===== src/sv/adm_pkg.sv =====
// ----------------------------------------------------------------------------
// adm_pkg - shared types and constants of the arcade drive mixer
// Fixed-point format, register codes and the structs passed between stages.
// ----------------------------------------------------------------------------
package adm_pkg;

  // fixed-point format
  localparam int FracBits = 14;
  localparam int DataW    = 16;            // speed, turn and drive values
  localparam int TrimW    = 15;            // unsigned trim gains
  localparam int MagW     = FracBits + 1;  // magnitude up to one
  localparam int ProdW    = DataW + TrimW + 1;
  localparam int OneInt   = 1 << FracBits;
  localparam int DriveLimit = 32767;

  localparam logic signed [DataW-1:0] OneVal = DataW'(OneInt);
  localparam logic        [MagW-1:0]  OneMag = MagW'(OneInt);

  // configuration port
  localparam int CfgIdxW  = 2;
  localparam int CfgDataW = 16;
  localparam int DeadW    = 15;

  typedef enum logic [CfgIdxW-1:0] {
    CfgSquareMode = 2'd0,
    CfgDeadband   = 2'd1
  } cfg_idx_e;

  typedef struct packed {
    logic             square_mode;
    logic [DeadW-1:0] deadband;
  } cfg_t;

  // accepted command
  typedef struct packed {
    logic signed [DataW-1:0] speed;
    logic signed [DataW-1:0] turn;
    logic        [TrimW-1:0] trim_left;
    logic        [TrimW-1:0] trim_right;
  } cmd_t;

  // speed and turn as sign and magnitude after clamp and shaping
  typedef struct packed {
    logic             speed_neg;
    logic [MagW-1:0]  speed_mag;
    logic             turn_neg;
    logic [MagW-1:0]  turn_mag;
    logic [TrimW-1:0] trim_left;
    logic [TrimW-1:0] trim_right;
  } shaped_t;

  // mixed sides with trims already swapped for reverse
  typedef struct packed {
    logic signed [DataW-1:0] left;
    logic signed [DataW-1:0] right;
    logic        [TrimW-1:0] trim_left;
    logic        [TrimW-1:0] trim_right;
  } mixed_t;

  typedef struct packed {
    logic signed [DataW-1:0] left_drive;
    logic signed [DataW-1:0] right_drive;
  } res_t;

endpackage


===== src/sv/adm_in_if.sv =====
// ----------------------------------------------------------------------------
// adm_in_if - command channel
// Valid/ready channel carrying speed, turn and the two trim gains.
// ----------------------------------------------------------------------------
interface adm_in_if;
  logic                            valid;
  logic                            ready;
  logic signed [adm_pkg::DataW-1:0] speed;
  logic signed [adm_pkg::DataW-1:0] turn;
  logic        [adm_pkg::TrimW-1:0] trim_left;
  logic        [adm_pkg::TrimW-1:0] trim_right;

  modport source (output valid, speed, turn, trim_left, trim_right, input ready);
  modport sink   (input valid, speed, turn, trim_left, trim_right, output ready);
endinterface


===== src/sv/adm_out_if.sv =====
// ----------------------------------------------------------------------------
// adm_out_if - drive result channel
// Valid/ready channel carrying the left and right drive values.
// ----------------------------------------------------------------------------
interface adm_out_if;
  logic                             valid;
  logic                             ready;
  logic signed [adm_pkg::DataW-1:0] left_drive;
  logic signed [adm_pkg::DataW-1:0] right_drive;

  modport source (output valid, left_drive, right_drive, input ready);
  modport sink   (input valid, left_drive, right_drive, output ready);
endinterface


===== src/sv/adm_cfg_if.sv =====
// ----------------------------------------------------------------------------
// adm_cfg_if - configuration write channel
// Valid/ready channel carrying a register index and write data.
// ----------------------------------------------------------------------------
interface adm_cfg_if;
  logic                          valid;
  logic                          ready;
  logic [adm_pkg::CfgIdxW-1:0]   index;
  logic [adm_pkg::CfgDataW-1:0]  data;

  modport source (output valid, index, data, input ready);
  modport sink   (input valid, index, data, output ready);
endinterface


===== src/sv/adm_cfg_regs.sv =====
// ----------------------------------------------------------------------------
// adm_cfg_regs - configuration registers
// Square mode and deadband, written through the configuration channel.
// ----------------------------------------------------------------------------
module adm_cfg_regs (
  input  logic                          clk_i,
  input  logic                          rst_ni,
  input  logic                          wr_valid_i,
  output logic                          wr_ready_o,
  input  logic [adm_pkg::CfgIdxW-1:0]   wr_index_i,
  input  logic [adm_pkg::CfgDataW-1:0]  wr_data_i,
  output adm_pkg::cfg_t                 cfg_o
);

  adm_pkg::cfg_t cfg_q, cfg_d;

  assign wr_ready_o = 1'b1;

  always_comb begin
    cfg_d = cfg_q;
    if (wr_valid_i) begin
      unique case (adm_pkg::cfg_idx_e'(wr_index_i))
        adm_pkg::CfgSquareMode: cfg_d.square_mode = wr_data_i[0];
        adm_pkg::CfgDeadband:   cfg_d.deadband    = wr_data_i[adm_pkg::DeadW-1:0];
        default: ;  // unmapped index, write dropped
      endcase
    end
  end

  always_ff @(posedge clk_i or negedge rst_ni) begin
    if (!rst_ni) begin
      cfg_q <= '0;
    end else begin
      cfg_q <= cfg_d;
    end
  end

  assign cfg_o = cfg_q;

endmodule


===== src/sv/adm_shape.sv =====
// ----------------------------------------------------------------------------
// adm_shape - clamp and optional squaring
// Two stages: clamp to plus or minus one as sign and magnitude, then optional square.
// ----------------------------------------------------------------------------
module adm_shape (
  input  logic             clk_i,
  input  logic             rst_ni,
  input  logic             square_mode_i,
  input  logic             valid_i,
  output logic             ready_o,
  input  adm_pkg::cmd_t    data_i,
  output logic             valid_o,
  input  logic             ready_i,
  output adm_pkg::shaped_t data_o
);

  typedef struct packed {
    logic                     neg;
    logic [adm_pkg::MagW-1:0] mag;
  } sm_t;

  function automatic sm_t clamp_sm(logic signed [adm_pkg::DataW-1:0] x);
    sm_t                             r;
    logic signed [adm_pkg::DataW-1:0] nx;
    nx    = -x;
    r.neg = x[adm_pkg::DataW-1];
    if (x > adm_pkg::OneVal || x < -adm_pkg::OneVal) begin
      r.mag = adm_pkg::OneMag;
    end else if (r.neg) begin
      r.mag = nx[adm_pkg::MagW-1:0];
    end else begin
      r.mag = x[adm_pkg::MagW-1:0];
    end
    return r;
  endfunction

  logic             v1_q, v2_q, en1, en2;
  adm_pkg::shaped_t s1_q, s1_d, s2_q, s2_d;
  sm_t              cs, ct;
  logic [2*adm_pkg::MagW-1:0] sq_speed, sq_turn;

  assign en2     = !v2_q || ready_i;
  assign en1     = !v1_q || en2;
  assign ready_o = en1;
  assign valid_o = v2_q;
  assign data_o  = s2_q;

  // stage 1: clamp
  always_comb begin
    cs              = clamp_sm(data_i.speed);
    ct              = clamp_sm(data_i.turn);
    s1_d.speed_neg  = cs.neg;
    s1_d.speed_mag  = cs.mag;
    s1_d.turn_neg   = ct.neg;
    s1_d.turn_mag   = ct.mag;
    s1_d.trim_left  = data_i.trim_left;
    s1_d.trim_right = data_i.trim_right;
  end

  // stage 2: square keeping sign, magnitude stays within one
  always_comb begin
    sq_speed = (2*adm_pkg::MagW)'(s1_q.speed_mag) * (2*adm_pkg::MagW)'(s1_q.speed_mag);
    sq_turn  = (2*adm_pkg::MagW)'(s1_q.turn_mag) * (2*adm_pkg::MagW)'(s1_q.turn_mag);
    s2_d     = s1_q;
    if (square_mode_i) begin
      s2_d.speed_mag = sq_speed[adm_pkg::FracBits +: adm_pkg::MagW];
      s2_d.turn_mag  = sq_turn[adm_pkg::FracBits +: adm_pkg::MagW];
    end
  end

  always_ff @(posedge clk_i or negedge rst_ni) begin
    if (!rst_ni) begin
      v1_q <= 1'b0;
      v2_q <= 1'b0;
    end else begin
      if (en1) v1_q <= valid_i;
      if (en2) v2_q <= v1_q;
    end
  end

  always_ff @(posedge clk_i) begin
    if (en1 && valid_i) s1_q <= s1_d;
    if (en2 && v1_q)    s2_q <= s2_d;
  end

  assert property (@(posedge clk_i) disable iff (!rst_ni)
    v2_q |-> (s2_q.speed_mag <= adm_pkg::OneMag && s2_q.turn_mag <= adm_pkg::OneMag))
    else $error("shaped magnitude above one");

endmodule


===== src/sv/adm_mix.sv =====
// ----------------------------------------------------------------------------
// adm_mix - deadband and arcade mix
// One stage: deadband, four-quadrant mix and trim swap for reverse.
// ----------------------------------------------------------------------------
module adm_mix (
  input  logic                      clk_i,
  input  logic                      rst_ni,
  input  logic [adm_pkg::DeadW-1:0] deadband_i,
  input  logic                      valid_i,
  output logic                      ready_o,
  input  adm_pkg::shaped_t          data_i,
  output logic                      valid_o,
  input  logic                      ready_i,
  output adm_pkg::mixed_t           data_o
);

  logic            v_q, en;
  adm_pkg::mixed_t m_q, m_d;
  logic signed [adm_pkg::DataW-1:0] s, t, ms, mt;

  function automatic logic signed [adm_pkg::DataW-1:0] to_signed(
    logic neg, logic [adm_pkg::MagW-1:0] mag, logic [adm_pkg::DeadW-1:0] db);
    logic signed [adm_pkg::DataW-1:0] v;
    v = $signed(adm_pkg::DataW'(mag));
    if (adm_pkg::DeadW'(mag) < db) v = '0;
    return neg ? -v : v;
  endfunction

  function automatic logic signed [adm_pkg::DataW-1:0] smax(
    logic signed [adm_pkg::DataW-1:0] a, logic signed [adm_pkg::DataW-1:0] b);
    return (a > b) ? a : b;
  endfunction

  assign en      = !v_q || ready_i;
  assign ready_o = en;
  assign valid_o = v_q;
  assign data_o  = m_q;

  // every branch keeps both sides within one, so no rescale is needed
  always_comb begin
    s  = to_signed(data_i.speed_neg, data_i.speed_mag, deadband_i);
    t  = to_signed(data_i.turn_neg, data_i.turn_mag, deadband_i);
    ms = -s;
    mt = -t;
    if (s > 0) begin
      if (t > 0) begin
        m_d.left  = s - t;
        m_d.right = smax(s, t);
      end else begin
        m_d.left  = smax(s, mt);
        m_d.right = s + t;
      end
    end else begin
      if (t > 0) begin
        m_d.left  = -smax(ms, t);
        m_d.right = s + t;
      end else begin
        m_d.left  = s - t;
        m_d.right = -smax(ms, mt);
      end
    end
    if (s < 0) begin
      m_d.trim_left  = data_i.trim_right;
      m_d.trim_right = data_i.trim_left;
    end else begin
      m_d.trim_left  = data_i.trim_left;
      m_d.trim_right = data_i.trim_right;
    end
  end

  always_ff @(posedge clk_i or negedge rst_ni) begin
    if (!rst_ni) begin
      v_q <= 1'b0;
    end else if (en) begin
      v_q <= valid_i;
    end
  end

  always_ff @(posedge clk_i) begin
    if (en && valid_i) m_q <= m_d;
  end

  assert property (@(posedge clk_i) disable iff (!rst_ni)
    v_q |-> (m_q.left  <= adm_pkg::OneVal && m_q.left  >= -adm_pkg::OneVal &&
             m_q.right <= adm_pkg::OneVal && m_q.right >= -adm_pkg::OneVal))
    else $error("mixed side outside plus or minus one");

endmodule


===== src/sv/adm_trim.sv =====
// ----------------------------------------------------------------------------
// adm_trim - trim gain and output limit
// Two stages: signed trim products, then arithmetic shift and saturation.
// ----------------------------------------------------------------------------
module adm_trim (
  input  logic            clk_i,
  input  logic            rst_ni,
  input  logic            valid_i,
  output logic            ready_o,
  input  adm_pkg::mixed_t data_i,
  output logic            valid_o,
  input  logic            ready_i,
  output adm_pkg::res_t   data_o
);

  localparam logic signed [adm_pkg::ProdW-1:0] Lim = adm_pkg::ProdW'(adm_pkg::DriveLimit);

  logic v1_q, v2_q, en1, en2;
  logic signed [adm_pkg::ProdW-1:0] pl_q, pr_q, pl_d, pr_d, sl, sr;
  adm_pkg::res_t r_q, r_d;

  function automatic logic signed [adm_pkg::DataW-1:0] sat(
    logic signed [adm_pkg::ProdW-1:0] v);
    logic signed [adm_pkg::ProdW-1:0] c;
    c = v;
    if (v > Lim)  c = Lim;
    if (v < -Lim) c = -Lim;
    return c[adm_pkg::DataW-1:0];
  endfunction

  assign en2     = !v2_q || ready_i;
  assign en1     = !v1_q || en2;
  assign ready_o = en1;
  assign valid_o = v2_q;
  assign data_o  = r_q;

  always_comb begin
    pl_d = adm_pkg::ProdW'(data_i.left) *
           adm_pkg::ProdW'($signed({1'b0, data_i.trim_left}));
    pr_d = adm_pkg::ProdW'(data_i.right) *
           adm_pkg::ProdW'($signed({1'b0, data_i.trim_right}));
  end

  // shift rounds toward minus infinity
  always_comb begin
    sl            = pl_q >>> adm_pkg::FracBits;
    sr            = pr_q >>> adm_pkg::FracBits;
    r_d.left_drive  = sat(sl);
    r_d.right_drive = sat(sr);
  end

  always_ff @(posedge clk_i or negedge rst_ni) begin
    if (!rst_ni) begin
      v1_q <= 1'b0;
      v2_q <= 1'b0;
    end else begin
      if (en1) v1_q <= valid_i;
      if (en2) v2_q <= v1_q;
    end
  end

  always_ff @(posedge clk_i) begin
    if (en1 && valid_i) begin
      pl_q <= pl_d;
      pr_q <= pr_d;
    end
    if (en2 && v1_q) r_q <= r_d;
  end

endmodule


===== src/sv/arcade_drive_mixer.sv =====
// ----------------------------------------------------------------------------
// arcade_drive_mixer - arcade drive mixing in Q2.14
// Clamp, optional signed squaring, deadband, four-quadrant mix, trim and limit.
// ----------------------------------------------------------------------------
// channel  dir  payload                                   transfer when
// cmd_i    in   speed, turn, trim_left, trim_right        valid && ready
// res_o    out  left_drive, right_drive                   valid && ready
// cfg_i    in   index (0 square_mode, 1 deadband), data   valid && ready
//
// five register stages: clamp, square, mix, trim product, shift and limit
// one command per cycle while the result side is ready
// each stage loads when empty or when the one after it moves, so bubbles close up
// a held result stalls only the stages behind it; nothing is dropped or repeated
// asynchronous active-low reset empties the pipeline and clears both registers
// configuration is always ready; other indexes are ignored
// ----------------------------------------------------------------------------
module arcade_drive_mixer (
  input  logic      clk_i,
  input  logic      rst_ni,
  adm_in_if.sink    cmd_i,
  adm_out_if.source res_o,
  adm_cfg_if.sink   cfg_i
);

  adm_pkg::cfg_t    cfg;
  adm_pkg::cmd_t    cmd;
  adm_pkg::shaped_t shaped;
  adm_pkg::mixed_t  mixed;
  adm_pkg::res_t    res;

  // handshake between stage groups
  logic sh_valid, sh_ready;
  logic mx_valid, mx_ready;

  assign cmd.speed      = cmd_i.speed;
  assign cmd.turn       = cmd_i.turn;
  assign cmd.trim_left  = cmd_i.trim_left;
  assign cmd.trim_right = cmd_i.trim_right;

  adm_cfg_regs u_cfg (
    .clk_i      (clk_i),
    .rst_ni     (rst_ni),
    .wr_valid_i (cfg_i.valid),
    .wr_ready_o (cfg_i.ready),
    .wr_index_i (cfg_i.index),
    .wr_data_i  (cfg_i.data),
    .cfg_o      (cfg)
  );

  // clamp and squaring
  adm_shape u_shape (
    .clk_i         (clk_i),
    .rst_ni        (rst_ni),
    .square_mode_i (cfg.square_mode),
    .valid_i       (cmd_i.valid),
    .ready_o       (cmd_i.ready),
    .data_i        (cmd),
    .valid_o       (sh_valid),
    .ready_i       (sh_ready),
    .data_o        (shaped)
  );

  // deadband, mix and reverse trim swap
  adm_mix u_mix (
    .clk_i      (clk_i),
    .rst_ni     (rst_ni),
    .deadband_i (cfg.deadband),
    .valid_i    (sh_valid),
    .ready_o    (sh_ready),
    .data_i     (shaped),
    .valid_o    (mx_valid),
    .ready_i    (mx_ready),
    .data_o     (mixed)
  );

  // trim product and output limit; last stage is the output register
  adm_trim u_trim (
    .clk_i   (clk_i),
    .rst_ni  (rst_ni),
    .valid_i (mx_valid),
    .ready_o (mx_ready),
    .data_i  (mixed),
    .valid_o (res_o.valid),
    .ready_i (res_o.ready),
    .data_o  (res)
  );

  assign res_o.left_drive  = res.left_drive;
  assign res_o.right_drive = res.right_drive;

  // the limit is symmetric, so the most negative code never leaves
  assert property (@(posedge clk_i) disable iff (!rst_ni)
    res_o.valid |-> (res.left_drive != -16'sd32768 && res.right_drive != -16'sd32768))
    else $error("drive value outside symmetric limit");

  // with the sink taking results the whole pipeline advances
  assert property (@(posedge clk_i) disable iff (!rst_ni)
    res_o.ready |-> (cmd_i.ready && sh_ready && mx_ready))
    else $error("pipeline stalled without back-pressure");

endmodule


===== src/flat_wrapper.sv =====
// flat-port wrapper written by rule: the top's interface ports become plain ports
module arcade_drive_mixer_flat 
  (clk_i, rst_ni, cmd_i_valid, cmd_i_speed, cmd_i_turn, cmd_i_trim_left, cmd_i_trim_right, cmd_i_ready, res_o_valid, res_o_left_drive, res_o_right_drive, res_o_ready, cfg_i_valid, cfg_i_index, cfg_i_data, cfg_i_ready);
  adm_in_if cmd_i_i ();
  adm_out_if res_o_i ();
  adm_cfg_if cfg_i_i ();
  input  logic clk_i;
  input  logic rst_ni;
  input wire logic [$bits(cmd_i_i.valid)-1:0] cmd_i_valid;
  input wire logic [$bits(cmd_i_i.speed)-1:0] cmd_i_speed;
  input wire logic [$bits(cmd_i_i.turn)-1:0] cmd_i_turn;
  input wire logic [$bits(cmd_i_i.trim_left)-1:0] cmd_i_trim_left;
  input wire logic [$bits(cmd_i_i.trim_right)-1:0] cmd_i_trim_right;
  output wire logic [$bits(cmd_i_i.ready)-1:0] cmd_i_ready;
  output wire logic [$bits(res_o_i.valid)-1:0] res_o_valid;
  output wire logic [$bits(res_o_i.left_drive)-1:0] res_o_left_drive;
  output wire logic [$bits(res_o_i.right_drive)-1:0] res_o_right_drive;
  input wire logic [$bits(res_o_i.ready)-1:0] res_o_ready;
  input wire logic [$bits(cfg_i_i.valid)-1:0] cfg_i_valid;
  input wire logic [$bits(cfg_i_i.index)-1:0] cfg_i_index;
  input wire logic [$bits(cfg_i_i.data)-1:0] cfg_i_data;
  output wire logic [$bits(cfg_i_i.ready)-1:0] cfg_i_ready;
  assign cmd_i_i.valid = cmd_i_valid;
  assign cmd_i_i.speed = cmd_i_speed;
  assign cmd_i_i.turn = cmd_i_turn;
  assign cmd_i_i.trim_left = cmd_i_trim_left;
  assign cmd_i_i.trim_right = cmd_i_trim_right;
  assign cmd_i_ready = cmd_i_i.ready;
  assign res_o_valid = res_o_i.valid;
  assign res_o_left_drive = res_o_i.left_drive;
  assign res_o_right_drive = res_o_i.right_drive;
  assign res_o_i.ready = res_o_ready;
  assign cfg_i_i.valid = cfg_i_valid;
  assign cfg_i_i.index = cfg_i_index;
  assign cfg_i_i.data = cfg_i_data;
  assign cfg_i_ready = cfg_i_i.ready;
  arcade_drive_mixer u_core (.clk_i(clk_i), .rst_ni(rst_ni), .cmd_i(cmd_i_i), .res_o(res_o_i), .cfg_i(cfg_i_i));
endmodule

===== config.mk =====
export PLATFORM = sky130hd
export DESIGN_NAME = arcade_drive_mixer_flat
export DESIGN_NICKNAME = d
export VERILOG_FILES = /design/src/sv/adm_pkg.sv /design/src/sv/adm_in_if.sv /design/src/sv/adm_out_if.sv /design/src/sv/adm_cfg_if.sv /design/src/sv/adm_cfg_regs.sv /design/src/sv/adm_shape.sv /design/src/sv/adm_mix.sv /design/src/sv/adm_trim.sv /design/src/sv/arcade_drive_mixer.sv /design/src/flat_wrapper.sv
export SDC_FILE = /design/constraint.sdc
export NUM_CORES = 2
export LEC_CHECK = 0
export ABC_AREA = 1
export BUFFER_PORTS_ARGS = -buffer_cell sky130_fd_sc_hd__buf_2
export CORE_ASPECT_RATIO = 1.5
export CORE_MARGIN = 2
export CORE_UTILIZATION = 60
export CTS_CLUSTER_SIZE = 28
export DETAILED_ROUTE_END_ITERATION = 16
export GPL_TIMING_DRIVEN = 0
export HOLD_SLACK_MARGIN = 0.02
export PLACE_DENSITY = 0.88
export SLEW_MARGIN = 20
export SYNTH_ARGS = -nofsm -noshare
export SYNTH_HDL_FRONTEND = slang
export SYNTH_SLANG_ARGS = --single-unit

===== constraint.sdc =====
create_clock -name clk_i -period 8.9 [get_ports clk_i]
set_clock_uncertainty 0.2 [all_clocks]
set_input_delay 1.335 -clock clk_i [delete_from_list [all_inputs] [get_ports clk_i]]
set_output_delay 1.335 -clock clk_i [all_outputs]
set_load 0.1 [all_outputs]

Word level (Yosys, flattened, before mapping)
Cells that the tools add are included.

Output and inout bits: 35. Register bits: 303. Logic and storage cells: 101. Input bits: 85.

Equal/unequal tests: 1. Reductions and logical operators: 22. Magnitude comparators: 17. Add/sub/neg operators: 10. Multipliers: 4. Mux-type cells: 18.

Operators with widths (number): $mux W16 (8); $mux W32 (3); $neg A16 Y16 (6); $mux W15 (6); $gt A16 B16 Y1 (4); $mul A16 B16 Y32 (2); $mul A15 B15 Y29 (2); $gt A18 B16 Y1 const B (2); $lt A18 B16 Y1 const B (2); $gt A16 B1 Y1 const B (2); $gt A16 B16 Y1 const B (2); $lt A16 B15 Y1 const B (2); $lt A15 B15 Y1 (2); $mux W30 (1); $neg A15 Y15 (2); $add A16 B16 Y16 (1); $lt A16 B1 Y1 const B (1); $sub A16 B16 Y16 (1); $logic_or A1 B1 Y1 (7); $logic_and A1 B1 Y1 (5); $logic_not A1 Y1 (5); $reduce_and A2 Y1 (2); $reduce_or A2 Y1 (2); $eq A2 B1 Y1 const B (1); $logic_not A2 Y1 (1).

Logic depth before layout (Yosys ltp)
Word-level depth: 10. Depth in mapped cells: 48.

Cells and area by module
Synthesis repeated with hierarchy kept, for this count alone.

Cell total of the unflattened synthesis: 6962. Area, all modules: 52410.3 um^2.

Modules (own cells, without submodules): adm_trim (area each 22823.1 um^2, cells each 2983, times used 1, sequential area each 2092.0 um^2); adm_shape (area each 18695.4 um^2, cells each 2316, times used 1, sequential area each 3773.6 um^2); adm_mix (area each 10177.3 um^2, cells each 1587, times used 1, sequential area each 1886.8 um^2); adm_cfg_regs (area each 714.4 um^2, cells each 76, times used 1, sequential area each 400.4 um^2).

Worst setup path before layout
No wires, ideal clock.

Path kind: register -> register. Start point: register u_core.u_shape.s1_q[39] in the netlist's numbering. End point: register u_core.u_shape.s2_q (netlist bit u_core.u_shape.data_o[41]) (data pin). Stages on the path, launching flop included: 34. Path buffers: 2. Data arrival time: 6.769 ns. Library setup time: 0.266 ns. Data required time: 8.434 ns. Path slack: 1.665 ns. Cells stage by stage: edfxtp_1 clkbuf_1 clkbuf_1 nand2_1 fa_1 inv_1 fa_1 inv_1 fa_1 inv_1 fa_1 fa_1 fa_1 ha_1 a21oi_1 nand2_1 a31oi_1 o21bai_1 a21oi_1 inv_1 a21oi_1 inv_1 a21oi_1 o21bai_1 a21oi_1 o21ai_0 nand2_1 inv_1 or2_2 nand2_1 nand2_1 or2_2 nand3_1 o21ai_0.

RTL lines: start, declared (line adm_shape.sv:38) `adm_pkg::shaped_t s1_q, s1_d, s2_q, s2_d;`; start signal, assigned (line adm_shape.sv:82) `if (en1 && valid_i) s1_q <= s1_d;`; end signal, assigned (line adm_shape.sv:83) `if (en2 && v1_q) s2_q <= s2_d;`; end, declared (line adm_shape.sv:38).

==> results.md <==
- Number of flops mapped to enable cells by yosys: 254
- Drt pass-1 iters: 8
- IO buf count: 117
- Max_slew headroom: 33.4%
- Total GRT Usage: 33.3%
- Die X: 234 µm
- Minimum clock period: 8.41 ns
- Fmax: 119 MHz
- Die Area: 81400 µm²
- Most common cell after layout, fill and taps aside: inv_1
- Clock Root Buffer: clkbuf_16
- Clk_lat worst skew: 0.61 ns
- Unrepaired setup endpoints after global routing: no
- Wire length per cell: 19.0 µm
- Pin count of the biggest net entering global routing: 63
- Hold slack final: 0.219 ns
- TritonCTS Sinks: 275
- Status: completed
- Synthesized flop and latch total: 275
- Synth top area share: 32.3%
- Most frequent cells in the layout: 1480 x inv_1, 1331 x nand2_1, 766 x fa_1, 430 x ha_1, 254 x edfxtp_1
- Placement Setup Slack: 0.365 ns
- Die H: 348 µm
- Final Util: 64.3%
- Vias per cell: 5.57
- Final worst setup slack: 0.487 ns
- WP buf/inv: 9
- Post-synth top area cell: fa_1
- Final hold vios: 0
- Vias: 38400
- Seq/Total Area, Yosys: 17.2%
- CORE AREA: 78500 µm²
- Drc violations: 0
- CTS buffer count: 29
- Cell Rows: 126
- Startpoint types: register
- Endpoints failing setup: 0
- Setup TNS: 0 ns
- Cell count after synthesis: 5687
- CP top delay family: adder cells
- Layout cells sized above 1: 6.07%
- Crit path arrival time: 8.53 ns
- CP max stage delay: 0.59 ns
- Tcrit/Tclk final: 94.5%
- Hold crit path type: register to register
- RePlAce Congestion: 0.991
- # IOs: 120
- Top post-synthesis cells by area: fa_1 32%, edfxtp_1 16%, inv_1 12%, ha_1 11%, nand2_1 11%
- Worst Setup End Kind: register
- Layout Area Growth over Synthesis: 6.40%
- CTS tree: yes
- Top_reg_cell synth: edfxtp_1
- H-Tree Depth: 1
- Ys Warns: 0
- Synth Area per Inst: 8.34 µm²
- Critical Path Fanout Max: 10
- Post-synthesis async set-or-reset flop share: 7.64%
- Hold Buf Count CTS: 0
- Initial core utilization: 60.4%
- Slew @ Worst Pin: 0.992 ns
- CTS Buffer Depth: 3
- Cell Area, Synth: 47400 µm²
- Iteration-0 DRC Markers: 2777
- Initial antenna violation count: 2
- First-pass GRT wire length: 209000 µm
- Fill count: 6244
- Synth cell types: 64
- Crit path kind: register to register
- Critical path's slowest cell: fa_1
- Post-CTS setup buffer count: 0
- Slew Viols, Final: 0
- PostCTS Resize Cnt: 0
- Routed wire length: 131000 µm
- Detailed Place HPWL: 110000 µm
- CP required: 9.02 ns
- Clock transition at the registers of the reported paths: 0.07 ns
- Nets: 7123
- Syn Nets: 6968
- Gr ovfl total: 0
- Antenna-violating nets left: 0
- Number of max-cap violations: 0
- Vias in the first global route: 41600
- Most frequent CP cell: inv_1
[cells by family (layout without fill, tap and decap cells)]
kind of cell	after synthesis	count (layout)	synth area share [%]
xor gates and xnor gates	157	157	2.90
adders and majority gates	1196	1196	43.7
buffers and inverters	1710	1887	13.8
DFF	275	275	17.2
other	1	5	0.00791
and+or+nand+nor	1862	1862	16.5
AOI/OAI and AO/OA	486	486	5.95
[synthesized netlist by cell type, drive strengths merged (8+ instances only)]
cell type  number
clkbuf        183
nand4          46
buf            21
or2            14
o221ai         10
edfxtp        254
nor2          237
a211oi         15
dfrtp          21
o31ai          11
xor2          102
a21oi         168
nand3b         12
nor3           22
fa            766
o21bai         25
nand3         129
o211ai          9
inv          1503
nor4           10
nand2        1385
o22ai           8
a31oi          10
xnor2          55
ha            430
a21o           10
o21ai         197
[metrics by stage]
step / instance area, µm² / instances
finish: 50500 / 6892
global route: 50500 / 6889
CTS: 50400 / 6889
detailed placement: 49500 / 6836
global placement: 49300 / 6828
floorplan: 47400 / 5687
[final timing paths]
check	start	endpoint	slack, ns	cells past startpoint
worst max-delay path	u_core.u_shape.s1_q[55]	u_core.u_shape.data_o[57]	0.49	30
worst min-delay path	u_core.u_shape.s1_q[23]	u_core.u_shape.data_o[23]	0.22	0
worst max register to register	u_core.u_shape.s1_q[55]	u_core.u_shape.data_o[57]	0.49	30
worst min register to register	u_core.u_shape.s1_q[23]	u_core.u_shape.data_o[23]	0.22	0
max in group asynchronous	rst_ni	u_core.u_mix.valid_o	7.58	1
min in group asynchronous	rst_ni	u_core.u_cfg.cfg_o[11]	0.52	1
[flip-flops by register name, summed over array words and instances (netlist names)]
register / cells
u_core.u_shape.s1_q: 62
u_core.u_mix.data_o: 62
u_core.u_shape.data_o: 62
u_core.u_trim.pr_q: 18
u_core.u_shape.valid_o: 1
u_core.u_shape.v1_q: 1
u_core.u_trim.valid_o: 1
u_core.u_cfg.cfg_o: 16
u_core.u_mix.valid_o: 1
u_core.u_trim.data_o: 32
u_core.u_trim.pl_q: 18
u_core.u_trim.v1_q: 1
[worst register-to-register path: cells and delay by family, from the launching register on]
family,cells,cell delay (ns)
compound gates,9,2.03
simple gates,5,0.69
buf+inv,9,1.47
flops,1,0.33
fa+ha+maj,7,3.42
[area by class of cell]
type | count | area [µm²] | area share [%]
Clock inverter | 21 | 170 | 0.337
Antenna cell | 4 | 10.0 | 0.0198
Multi-Input combinational cell | 3702 | 32800 | 64.9
Inverter | 1506 | 5660 | 11.2
Timing Repair Buffer | 125 | 776 | 1.54
Clock buffer | 32 | 768 | 1.52
Sequential cell | 275 | 8150 | 16.2
Tap cell | 1024 | 1280 | 2.54
Buffer | 203 | 876 | 1.74
[metal layers]
metal  global-route usage, %  vias to the layer above  routed length, µm
met3                    4.38                      680               8090
met2                    60.6                     1820              68000
met4                    26.3                        0              12500
li1                        -                    17300                  -
met5                       0                        -                  0
met1                    34.1                    18500              42400
Power is not shown: default switching activity piles up to over one toggle a cycle in this logic, so the estimate is an artifact.
